`src/rtl/chev_pkg.sv`:
```
// ----------------------------------------------------------------------------
// Cliff hysteresis event unit - package
// Widths, reset values, register indexes and stream layout.
// ----------------------------------------------------------------------------
package chev_pkg;

    localparam int NUM_SENSORS    = 4;
    localparam int SAMPLE_BITS    = 16;
    localparam int NUM_CFG_THRESH = 4;

    localparam int THRESH_W   = 16;
    localparam int HYST_W     = 12;
    localparam int DELAY_W    = 16;
    localparam int TIME_W     = 32;
    localparam int FLAG_W     = 4;
    localparam int CFG_IDX_W  = 3;
    localparam int CFG_DATA_W = 16;

    localparam logic [THRESH_W-1:0] THRESH_RESET = THRESH_W'(400);
    localparam logic [HYST_W-1:0]   HYST_RESET   = HYST_W'(50);
    localparam logic [DELAY_W-1:0]  DELAY_RESET  = DELAY_W'(500);

    // Register indexes
    localparam logic [CFG_IDX_W-1:0] CFG_DETECT_ENABLE = CFG_IDX_W'(0);
    localparam logic [CFG_IDX_W-1:0] CFG_STOP_ON_CLIFF = CFG_IDX_W'(1);
    localparam logic [CFG_IDX_W-1:0] CFG_THRESHOLD_0   = CFG_IDX_W'(2);
    localparam logic [CFG_IDX_W-1:0] CFG_HYSTERESIS    = CFG_IDX_W'(6);
    localparam logic [CFG_IDX_W-1:0] CFG_EVENT_DELAY   = CFG_IDX_W'(7);

    // Request layout, lowest bit first
    localparam int S_RAW_LSB      = 0;
    localparam int S_DRIVING_BIT  = NUM_SENSORS * SAMPLE_BITS;
    localparam int S_STOPPING_BIT = S_DRIVING_BIT + 1;
    localparam int S_LIFTED_BIT   = S_DRIVING_BIT + 2;
    localparam int S_NOW_LSB      = S_DRIVING_BIT + 3;
    localparam int S_USED_W       = S_NOW_LSB + TIME_W;
    localparam int S_TDATA_W      = ((S_USED_W + 7) / 8) * 8;

    // Result layout, lowest bit first
    localparam int M_FLAGS_LSB     = 0;
    localparam int M_STOP_BIT      = FLAG_W;
    localparam int M_NOTICE_BIT    = FLAG_W + 1;
    localparam int M_CLIFF_BIT     = FLAG_W + 2;
    localparam int M_EV_FLAGS_LSB  = FLAG_W + 3;
    localparam int M_EV_TIME_LSB   = M_EV_FLAGS_LSB + FLAG_W;
    localparam int M_EV_STOP_BIT   = M_EV_TIME_LSB + TIME_W;
    localparam int M_UNCLIFF_BIT   = M_EV_STOP_BIT + 1;
    localparam int M_USED_W        = M_UNCLIFF_BIT + 1;
    localparam int M_TDATA_W       = ((M_USED_W + 7) / 8) * 8;

endpackage

```
`src/rtl/cliff_hysteresis_event_unit_top.sv`:
```
// ----------------------------------------------------------------------------
// Cliff hysteresis event unit
// Per-sensor cliff flags with hysteresis, stop requests and delayed events.
// ----------------------------------------------------------------------------
// Usage:
//   s_tvalid/s_tready/s_tdata carry one sensor tick per request: four raw
//   readings, driving, already-stopping and picked-up flags and a ms time.
//   m_tvalid/m_tready/m_tdata return one result per tick: the cliff flags,
//   stop or potential-cliff request and any cliff/uncliff event released.
//   cfg_we/cfg_index/cfg_data write the eight setup registers; write only
//   while no request is in flight.
// Path: a request enters the input register at the accepting edge, and its
//   result enters the result register, which drives m_tvalid. Throughput:
//   one request per cycle while m_tready is high, set by the input-to-result step.
// Reset: all detector state clears, registers return to their defaults
//   (thresholds 400, hysteresis 50, delay 500 ms, detect and stop enabled).
// Stall: while m_tready is low the result holds; one more request is taken
//   into the input register, then s_tready drops until the result leaves.
// ----------------------------------------------------------------------------
module cliff_hysteresis_event_unit_top (
    input  logic                                clk,
    input  logic                                rst_n,
    input  logic                                cfg_we,
    input  logic [chev_pkg::CFG_IDX_W-1:0]      cfg_index,
    input  logic [chev_pkg::CFG_DATA_W-1:0]     cfg_data,
    input  logic                                s_tvalid,
    output logic                                s_tready,
    // raw_sensor_0..3, is_driving, already_stopping, picked_up, now_ms, zero pad
    input  logic [chev_pkg::S_TDATA_W-1:0]      s_tdata,
    output logic                                m_tvalid,
    input  logic                                m_tready,
    // cliff_flags, stop_motors, potential_cliff, cliff_event_sent, event_flags,
    // event_time, event_did_stop, uncliff_event_sent, zero pad
    output logic [chev_pkg::M_TDATA_W-1:0]      m_tdata
);
    import chev_pkg::*;

    // Setup registers
    logic                        detect_enable_reg;
    logic                        stop_on_cliff_reg;
    logic [THRESH_W-1:0]         threshold_reg [NUM_SENSORS];
    logic [HYST_W-1:0]           hysteresis_reg;
    logic [DELAY_W-1:0]          event_delay_reg;

    // Input and result stages
    logic                        in_valid_reg;
    logic [S_TDATA_W-1:0]        in_data_reg;
    logic                        out_valid_reg;
    logic [M_TDATA_W-1:0]        out_data_reg;
    logic [M_TDATA_W-1:0]        out_data_next;
    logic                        advance;

    // Detector state
    logic [SAMPLE_BITS-1:0]      held_reg [NUM_SENSORS];
    logic [SAMPLE_BITS-1:0]      held_next [NUM_SENSORS];
    logic [NUM_SENSORS-1:0]      flags_reg;
    logic [NUM_SENSORS-1:0]      flags_next;
    logic                        was_any_reg;
    logic                        was_any_next;
    logic                        was_lifted_reg;
    logic                        pc_valid_reg;
    logic                        pc_valid_next;
    logic [TIME_W-1:0]           pc_due_reg;
    logic [TIME_W-1:0]           pc_due_next;
    logic                        pu_valid_reg;
    logic                        pu_valid_next;
    logic [TIME_W-1:0]           pu_due_reg;
    logic [TIME_W-1:0]           pu_due_next;
    logic [TIME_W-1:0]           msg_time_reg;
    logic [TIME_W-1:0]           msg_time_next;
    logic [NUM_SENSORS-1:0]      msg_flags_reg;
    logic [NUM_SENSORS-1:0]      msg_flags_next;
    logic                        msg_stop_reg;
    logic                        msg_stop_next;

    // Fields of the held request
    logic                        driving;
    logic                        stopping;
    logic                        lifted;
    logic [TIME_W-1:0]           now;

    assign driving  = in_data_reg[S_DRIVING_BIT];
    assign stopping = in_data_reg[S_STOPPING_BIT];
    assign lifted   = in_data_reg[S_LIFTED_BIT];
    assign now      = in_data_reg[S_NOW_LSB +: TIME_W];

    assign advance  = in_valid_reg && (!out_valid_reg || m_tready);
    assign s_tready = !in_valid_reg || advance;
    assign m_tvalid = out_valid_reg;
    assign m_tdata  = out_data_reg;

    // Setup register writes
    always_ff @(posedge clk or negedge rst_n)
    begin
        if (!rst_n)
        begin
            detect_enable_reg <= 1'b1;
            stop_on_cliff_reg <= 1'b1;
            hysteresis_reg    <= HYST_RESET;
            event_delay_reg   <= DELAY_RESET;
            for (int i = 0; i < NUM_SENSORS; i++)
            begin
                threshold_reg[i] <= THRESH_RESET;
            end
        end
        else if (cfg_we)
        begin
            unique case (cfg_index)
                CFG_DETECT_ENABLE: detect_enable_reg <= cfg_data[0];
                CFG_STOP_ON_CLIFF: stop_on_cliff_reg <= cfg_data[0];
                CFG_HYSTERESIS:    hysteresis_reg    <= cfg_data[HYST_W-1:0];
                CFG_EVENT_DELAY:   event_delay_reg   <= cfg_data[DELAY_W-1:0];
                default:           ;
            endcase
            // every sensor has a writable threshold, at CFG_THRESHOLD_0 plus its number
            for (int i = 0; i < NUM_SENSORS; i++)
            begin
                if (i < NUM_CFG_THRESH && cfg_index == CFG_IDX_W'(CFG_THRESHOLD_0 + i))
                begin
                    threshold_reg[i] <= cfg_data[THRESH_W-1:0];
                end
            end
        end
    end

    // Per-tick detector logic
    always_comb
    begin
        logic [SAMPLE_BITS-1:0] raw;
        logic [THRESH_W:0]      hi;
        logic                   any;
        logic                   stop_out;
        logic                   notice_out;
        logic                   cliff_sent;
        logic                   uncliff_sent;
        logic [NUM_SENSORS-1:0] ev_flags;
        logic [TIME_W-1:0]      ev_time;
        logic                   ev_stop;

        stop_out       = 1'b0;
        notice_out     = 1'b0;
        cliff_sent     = 1'b0;
        uncliff_sent   = 1'b0;
        ev_flags       = '0;
        ev_time        = '0;
        ev_stop        = 1'b0;
        flags_next     = flags_reg;
        was_any_next   = was_any_reg;
        pc_valid_next  = pc_valid_reg;
        pc_due_next    = pc_due_reg;
        pu_valid_next  = pu_valid_reg;
        pu_due_next    = pu_due_reg;
        msg_time_next  = msg_time_reg;
        msg_flags_next = msg_flags_reg;
        msg_stop_next  = msg_stop_reg;

        // Hold the last good reading, then apply the hysteresis band
        for (int i = 0; i < NUM_SENSORS; i++)
        begin
            raw          = in_data_reg[S_RAW_LSB + i*SAMPLE_BITS +: SAMPLE_BITS];
            held_next[i] = (raw != '0) ? raw : held_reg[i];
            hi           = {1'b0, threshold_reg[i]} + (THRESH_W+1)'(hysteresis_reg);
            if (!flags_reg[i])
            begin
                if ((THRESH_W)'(held_next[i]) < threshold_reg[i])
                begin
                    flags_next[i] = 1'b1;
                end
            end
            else if ((THRESH_W+1)'(held_next[i]) > hi)
            begin
                flags_next[i] = 1'b0;
            end
        end
        any = |flags_next;

        priority if (detect_enable_reg && any && !lifted && driving && !stopping
                     && !was_any_reg)
        begin
            stop_out   = stop_on_cliff_reg;
            notice_out = !stop_on_cliff_reg;
            if (!pc_valid_reg)
            begin
                pc_valid_next  = 1'b1;
                pc_due_next    = now + TIME_W'(event_delay_reg);
                msg_time_next  = now;
                msg_flags_next = flags_next;
                msg_stop_next  = stop_on_cliff_reg;
            end
            was_any_next = 1'b1;
        end
        else if (!any && was_any_reg)
        begin
            pu_valid_next = 1'b1;
            pu_due_next   = pc_valid_reg ? pc_due_reg : now;
            was_any_next  = 1'b0;
        end
        else
        begin
        end

        // Drop a queued cliff event on pickup
        if (lifted && !was_lifted_reg)
        begin
            pc_valid_next = 1'b0;
        end

        if (pc_valid_next)
        begin
            msg_flags_next = msg_flags_next | flags_next;
            if (now >= pc_due_next)
            begin
                cliff_sent    = 1'b1;
                ev_flags      = msg_flags_next;
                ev_time       = msg_time_next;
                ev_stop       = msg_stop_next;
                pc_valid_next = 1'b0;
            end
        end

        if (pu_valid_next && now >= pu_due_next)
        begin
            msg_flags_next = '0;
            uncliff_sent   = 1'b1;
            ev_time        = msg_time_next;
            ev_stop        = msg_stop_next;
            pu_valid_next  = 1'b0;
        end

        out_data_next = '0;
        out_data_next[M_FLAGS_LSB +: FLAG_W]    = FLAG_W'(flags_next);
        out_data_next[M_STOP_BIT]               = stop_out;
        out_data_next[M_NOTICE_BIT]             = notice_out;
        out_data_next[M_CLIFF_BIT]              = cliff_sent;
        out_data_next[M_EV_FLAGS_LSB +: FLAG_W] = FLAG_W'(ev_flags);
        out_data_next[M_EV_TIME_LSB +: TIME_W]  = ev_time;
        out_data_next[M_EV_STOP_BIT]            = ev_stop;
        out_data_next[M_UNCLIFF_BIT]            = uncliff_sent;
    end

    // Stage control and detector state
    always_ff @(posedge clk or negedge rst_n)
    begin
        if (!rst_n)
        begin
            in_valid_reg   <= 1'b0;
            out_valid_reg  <= 1'b0;
            flags_reg      <= '0;
            was_any_reg    <= 1'b0;
            was_lifted_reg <= 1'b0;
            pc_valid_reg   <= 1'b0;
            pc_due_reg     <= '0;
            pu_valid_reg   <= 1'b0;
            pu_due_reg     <= '0;
            msg_time_reg   <= '0;
            msg_flags_reg  <= '0;
            msg_stop_reg   <= 1'b0;
            for (int i = 0; i < NUM_SENSORS; i++)
            begin
                held_reg[i] <= '0;
            end
        end
        else
        begin
            if (s_tready)
            begin
                in_valid_reg <= s_tvalid;
            end
            if (advance)
            begin
                out_valid_reg  <= 1'b1;
                flags_reg      <= flags_next;
                was_any_reg    <= was_any_next;
                was_lifted_reg <= lifted;
                pc_valid_reg   <= pc_valid_next;
                pc_due_reg     <= pc_due_next;
                pu_valid_reg   <= pu_valid_next;
                pu_due_reg     <= pu_due_next;
                msg_time_reg   <= msg_time_next;
                msg_flags_reg  <= msg_flags_next;
                msg_stop_reg   <= msg_stop_next;
                for (int i = 0; i < NUM_SENSORS; i++)
                begin
                    held_reg[i] <= held_next[i];
                end
            end
            else if (m_tready)
            begin
                out_valid_reg <= 1'b0;
            end
        end
    end

    // Payload registers
    always_ff @(posedge clk)
    begin
        if (s_tready && s_tvalid)
        begin
            in_data_reg <= s_tdata;
        end
        if (advance)
        begin
            out_data_reg <= out_data_next;
        end
    end

endmodule

```
`config.mk`:
```
export PLATFORM = sky130hd
export DESIGN_NAME = cliff_hysteresis_event_unit_top
export DESIGN_NICKNAME = d
export VERILOG_FILES = /design/src/rtl/chev_pkg.sv /design/src/rtl/cliff_hysteresis_event_unit_top.sv
export SDC_FILE = /design/constraint.sdc
export NUM_CORES = 1
export LEC_CHECK = 0
export BUFFER_PORTS_ARGS = -buffer_cell sky130_fd_sc_hd__buf_4
export CORE_MARGIN = 2
export CORE_UTILIZATION = 61
export DETAILED_ROUTE_END_ITERATION = 8
export HOLD_SLACK_MARGIN = 0.15
export PLACE_DENSITY = 0.91
export SLEW_MARGIN = 20
export SYNTH_ARGS = -nofsm -noshare
export SYNTH_HDL_FRONTEND = slang
export SYNTH_SLANG_ARGS = --single-unit
```
`constraint.sdc`:
```
create_clock -name clk -period 21.1 [get_ports clk]
set_input_delay 2.11 -clock clk [delete_from_list [all_inputs] [get_ports clk]]
set_output_delay 2.11 -clock clk [all_outputs]
set_load 0.1 [all_outputs]
```
-- After elaboration in Yosys (flattened, before gate mapping)
Cells that the tools add are included.
- flip-flop bits (word level): 413
- input bits: 128
- logic and storage cells: 138
- add/sub/neg operators: 5
- bitwise gates (word level): 1
- order comparisons: 10
- muxes and demuxes: 48
- equality and inequality tests: 7
- reductions and logical operators: 38
- operator list (operator ; count):
    $mux W32 ; 10
    $add A16 B12 Y17 ; 4
    $gt A16 B17 Y1 ; 4
    $ge A32 B32 Y1 ; 2
    $lt A16 B16 Y1 ; 4
    $mux W16 ; 4
    $reduce_bool A16 Y1 ; 4
    $add A32 B16 Y32 ; 1
    $mux W1 ; 30
    $reduce_and A2 Y1 ; 10
    $mux W4 ; 4
    $eq A3 B3 Y1 const B ; 4
    $logic_and A1 B1 Y1 ; 10
    $logic_not A1 Y1 ; 8
    $eq A3 B2 Y1 const B ; 2
    $or A4 B4 Y4 ; 1
    $reduce_bool A2 Y1 ; 2
    $reduce_or A4 Y1 ; 1
    $eq A3 B1 Y1 const B ; 1
    $logic_not A3 Y1 ; 1
    $logic_or A1 B1 Y1 ; 2

-- Logic depth before layout (Yosys ltp)
- depth in word-level cells: 16
- mapped depth: 34

-- Worst setup path before layout
Ideal clock, no wire load.
- kind: register to register
- from: register hysteresis_reg[0]
- to: register out_data_reg[17] (netlist: m_tdata[17]), data pin
- setup time: 255 ps
- setup slack: 13807 ps
- path buffers: 3
- required time: 20845 ps
- stages on the path, launching flop included: 34
- data arrival time: 7038 ps
- period minus slack after synthesis: 7293 ps
- path through: dfrtp_1 ha_1 fa_1 a21o_1 a21oi_1 o21ai_1 o41ai_1 o21ai_0 a21o_1 a21oi_1 nor3_1 xnor2_1 ha_1 or4b_1 a221oi_1 o211ai_1 o211a_1 and4b_1 and2_4 buf_8 nand2_1 buf_2 mux2i_1 ha_1 a21o_1 a21o_1 a2111oi_0 o21bai_1 a221o_1 a211oi_1 a21oi_1 a21oi_4 buf_6 nor2_2
- longest elaborated chain between the ends: 15
- elaborated cells on any way between the ends: 38
- those cells by class: 4 x add/sub; 6 x order compare; 19 x mux; 9 x reduce/logical
- RTL lines (what ; RTL line ; source):
    from (decl) ; cliff_hysteresis_event_unit_top.sv:42 ; logic [HYST_W-1:0] hysteresis_reg;
    from (signal assigned) ; cliff_hysteresis_event_unit_top.sv:111 ; CFG_HYSTERESIS: hysteresis_reg <= cfg_data[HYST_W-1:0];
    $add A16 B12 Y17 ; cliff_hysteresis_event_unit_top.sv:162 ; hi = {1'b0, threshold_reg[i]} + (THRESH_W+1)'(hysteresis_reg);
    $gt A16 B17 Y1 ; cliff_hysteresis_event_unit_top.sv:170 ; else if ((THRESH_W+1)'(held_next[i]) > hi)
    $mux W1 ; cliff_hysteresis_event_unit_top.sv:170 ;
    $mux W1 ; cliff_hysteresis_event_unit_top.sv:163 ; if (!flags_reg[i])
    $reduce_or A4 Y1 * ; cliff_hysteresis_event_unit_top.sv:175 ; any = |flags_next;
    $logic_and A1 B1 Y1 (4 in series) ; cliff_hysteresis_event_unit_top.sv:177 ; priority if (detect_enable_reg && any && !lifted && driving && !stopping
    $logic_and A1 B1 Y1 ; cliff_hysteresis_event_unit_top.sv:178 ; && !was_any_reg)
    $mux W32 ; cliff_hysteresis_event_unit_top.sv:177 ;
    $ge A32 B32 Y1 ; cliff_hysteresis_event_unit_top.sv:211 ; if (now >= pc_due_next)
    $mux W32 ; cliff_hysteresis_event_unit_top.sv:211 ;
    $mux W32 ; cliff_hysteresis_event_unit_top.sv:208 ; if (pc_valid_next)
    $mux W32 * ; cliff_hysteresis_event_unit_top.sv:221 ; if (pu_valid_next && now >= pu_due_next)
    net out_data_next[17] ; cliff_hysteresis_event_unit_top.sv:50 ; logic [M_TDATA_W-1:0] out_data_next;
    to (signal assigned) ; cliff_hysteresis_event_unit_top.sv:303 ; out_data_reg <= out_data_next;
    to (decl) ; cliff_hysteresis_event_unit_top.sv:49 ; logic [M_TDATA_W-1:0] out_data_reg;
The timed path passes the listed nets; every way through them passes the cells marked *.
A chain may end at the register's enable or synchronous reset.

-- Final worst setup path
Same ends and word-level chain as after synthesis.

==> out/summary.txt <==
Slew @ Worst Pin - 1.09 ns
Placed Cells - 2834
DP Area - 26100 um2
Max Root-Sink Buffers - 3
drt pass-1 iters - 6
CP endpoint kind - register
critical path startpoint - hysteresis_reg[0]$_DFFE_PN0P_
Final Setup Violations - 0
Syn Area/Cell - 11.1 um2
number of I/O pins - 178
fraction of registers with async set/reset - 65.1%
PwrDens - 113 nW/um2
antenna-violating nets left - 0
final core occ - 69.7%
die height - 204 um
dpl hpwl - 41700 um
pre-CTS WS - 11.64 ns
post-CTS setup buffer count - 0
Synth area leaders - dfrtp_1, edfxtp_1, ha_1, mux2_2, nand2_1
total power - 3.11 mW
Slew Limit Fails - 0
WS Path Type - reg2reg
Fin. Hold Viols - 0
final WL - 61100 um
worst vdd ir - 0.0955 mV
total CTS buffers - 44
CTS sink count - 413
yosys warns - 0
Clock Skews - 0.0411 ns
CTS tree - done
synthesized area - 24400 um2
Port Buf Inserts - 169
post-DR wirelength/cell - 20.9 um
chip width - 204 um
DRC viols - 0
DR iter-0 viols - 1266
Crit Path Max Fanout - 32
worst skew pair latency - 0.60 ns
sequential share of the synthesized area - 45.3%
Reg clk slew, reported paths - 0.06 ns
fin cells - 2919
Worst Path Required - 21.42 ns
status - finished, final reports clean
die area - 41700 um2
final net count - 2741
WHS - 0.471 ns
synth unique cells - 76
Hold Crit Class - reg2reg
CTS Root Cell - clkbuf_16
Post-synth EDFFs - 144
first-pass GRT wire length - 98200 um
via count - 18300
worst r2r src - hysteresis_reg[0]$_DFFE_PN0P_
grt total ovfl - 0
FP Rows - 73
CP peak stage delay - 0.62 ns
hold_sp - was_lifted_reg$_DFFE_PN0P_
initial antenna violation count - 1
RSZ-0062 raised after global routing - no
cell area after layout - 27600 um2
initial cell density of the core - 61.7%
crit path max-delay cell type - a2111oi_0
area growth from synthesis to layout - 13.0%
slew margin rel. - 26.9%
largest net degree at the start of global routing - 156
share of the synthesized area in the top cell type - 25.2%
Primary FF master, synth - dfrtp_1
setup_tns - 0 ns
Tcrit/Tclk final - 44.6%
CTS Hold Buffers Added - 0
Worst Slack Setup Final - 11.68 ns
Worst EP arrival - 9.74 ns
layout cell share with drive strength beyond 1 - 19.9%
H-tree levels - 2
f_max - 106 MHz
post-CTS sizing - 0
Critical Path Most Common Cell - a21o_1
post-synth top area cell - dfrtp_1
Pleak - 13.3 nW
maxcap violations - 0
#FFs+latches synth - 413
Post-Syn Instances - 2202
DR vias/cell - 6.26
GRT Util Overall - 29.8%
Placeable Area - 39600 um2
routability cong. - 0.933
critical path startpoint category - register
max FFs per register - 99
vias in the first global route - 18700
Period minus WS final - 9.42 ns
[synthesized netlist by cell type (5+ instances only)]
cell / number
xnor2_1: 54
xor2_1: 25
dfstp_2: 23
and4_1: 9
inv_1: 82
mux2_2: 142
a211oi_1: 19
mux2_4: 29
o21bai_1: 17
edfxtp_1: 144
nor3b_1: 8
and3_1: 10
a211o_1: 5
clkbuf_1: 37
buf_6: 6
nor2b_1: 7
nand2b_1: 17
nor2_2: 10
o21a_1: 8
mux2_1: 21
nand3_1: 37
nand4_1: 35
buf_4: 12
dfrtp_1: 246
nor4_1: 22
fa_1: 5
a31oi_1: 12
o31ai_1: 6
a21o_1: 103
nor2_1: 96
mux2i_1: 96
o21ai_0: 83
o2111ai_1: 8
o211ai_1: 14
a21oi_1: 101
buf_2: 12
nand2_1: 290
buf_1: 5
ha_1: 252
nor3_1: 22
[worst paths after layout]
| path | endpoint | slack [ns] | cells past startpoint |
|---|---|---|---|
| hold reg to reg | was_lifted_reg$_DFFE_PN0P_ | 0.47 | 2 |
| setup / recovery | m_tdata[17]$_DFFE_PP_ | 11.68 | 32 |
| min in group asynchronous | held_reg[2]$_DFFE_PN0P_ | 1.52 | 1 |
| hold / removal | was_lifted_reg$_DFFE_PN0P_ | 0.47 | 2 |
| setup reg to reg | m_tdata[17]$_DFFE_PP_ | 11.68 | 32 |
| max in group asynchronous | msg_time_reg[12]$_DFFE_PN0P_ | 18.12 | 2 |
[logic make-up (layout without fill, tap and decap cells)]
logic type / after synthesis / after routing / synth area share (%)
xor gates and xnor gates: 79 / 79 / 2.83
DFF: 413 / 413 / 45.3
adders and majority gates: 257 / 257 / 13.3
muxes: 288 / 288 / 13.2
and+or+nand+nor: 586 / 586 / 11.1
other: 1 / 6 / 0.0153
AOI/OAI and AO/OA: 418 / 418 / 11.3
buffers and inverters: 160 / 347 / 2.94
[cell type report]
type | count | area (um2)
fill | 2618 | 12000
tap | 525 | 657
sequential | 413 | 11100
inverter | 86 | 325
clock buffer | 57 | 1240
clock inverter | 24 | 246
timing repair buffer | 180 | 1390
antenna | 3 | 7.51
multi-input combinational | 1631 | 12700
[routing by layer]
layer	vias up	global-route usage [%]	routed length (um)
met5	-	0	0
met1	8959	38.9	25300
met2	793	48.7	29000
met4	0	11.9	2350
li1	8357	-	-
met3	167	6.07	4500
[critical path: cells and delay by family, from the launching register on]
| family | cells | cell delay, ns |
|---|---|---|
| compound gates | 18 | 5.02 |
| simple gates | 6 | 1.24 |
| fa+ha+maj | 4 | 1.15 |
| buf+inv | 2 | 0.73 |
| flops | 1 | 0.51 |
| mux | 1 | 0.30 |
| xor+xnor | 1 | 0.14 |
[power breakdown]
| part | switching [mW] | total [mW] | internal, mW |
|---|---|---|---|
| clock | 0.336 | 0.794 | 0.458 |
| sequential | 0.133 | 1.14 | 1.00 |
| combinational | 0.687 | 1.18 | 0.494 |
[cells in the final DEF, fill, tap and decap left out, types with 47 or more instances in the layout]
| cell | count |
|---|---|
| a21o_1 | 103 |
| a21oi_1 | 101 |
| buf_4 | 177 |
| clkbuf_16 | 47 |
| dfrtp_1 | 246 |
| edfxtp_1 | 144 |
| ha_1 | 252 |
| inv_1 | 82 |
| mux2_2 | 142 |
| mux2i_1 | 96 |
| nand2_1 | 289 |
| nor2_1 | 96 |
| o21ai_0 | 83 |
| xnor2_1 | 54 |
No activity file was read; power rests on OpenSTA's default activity.
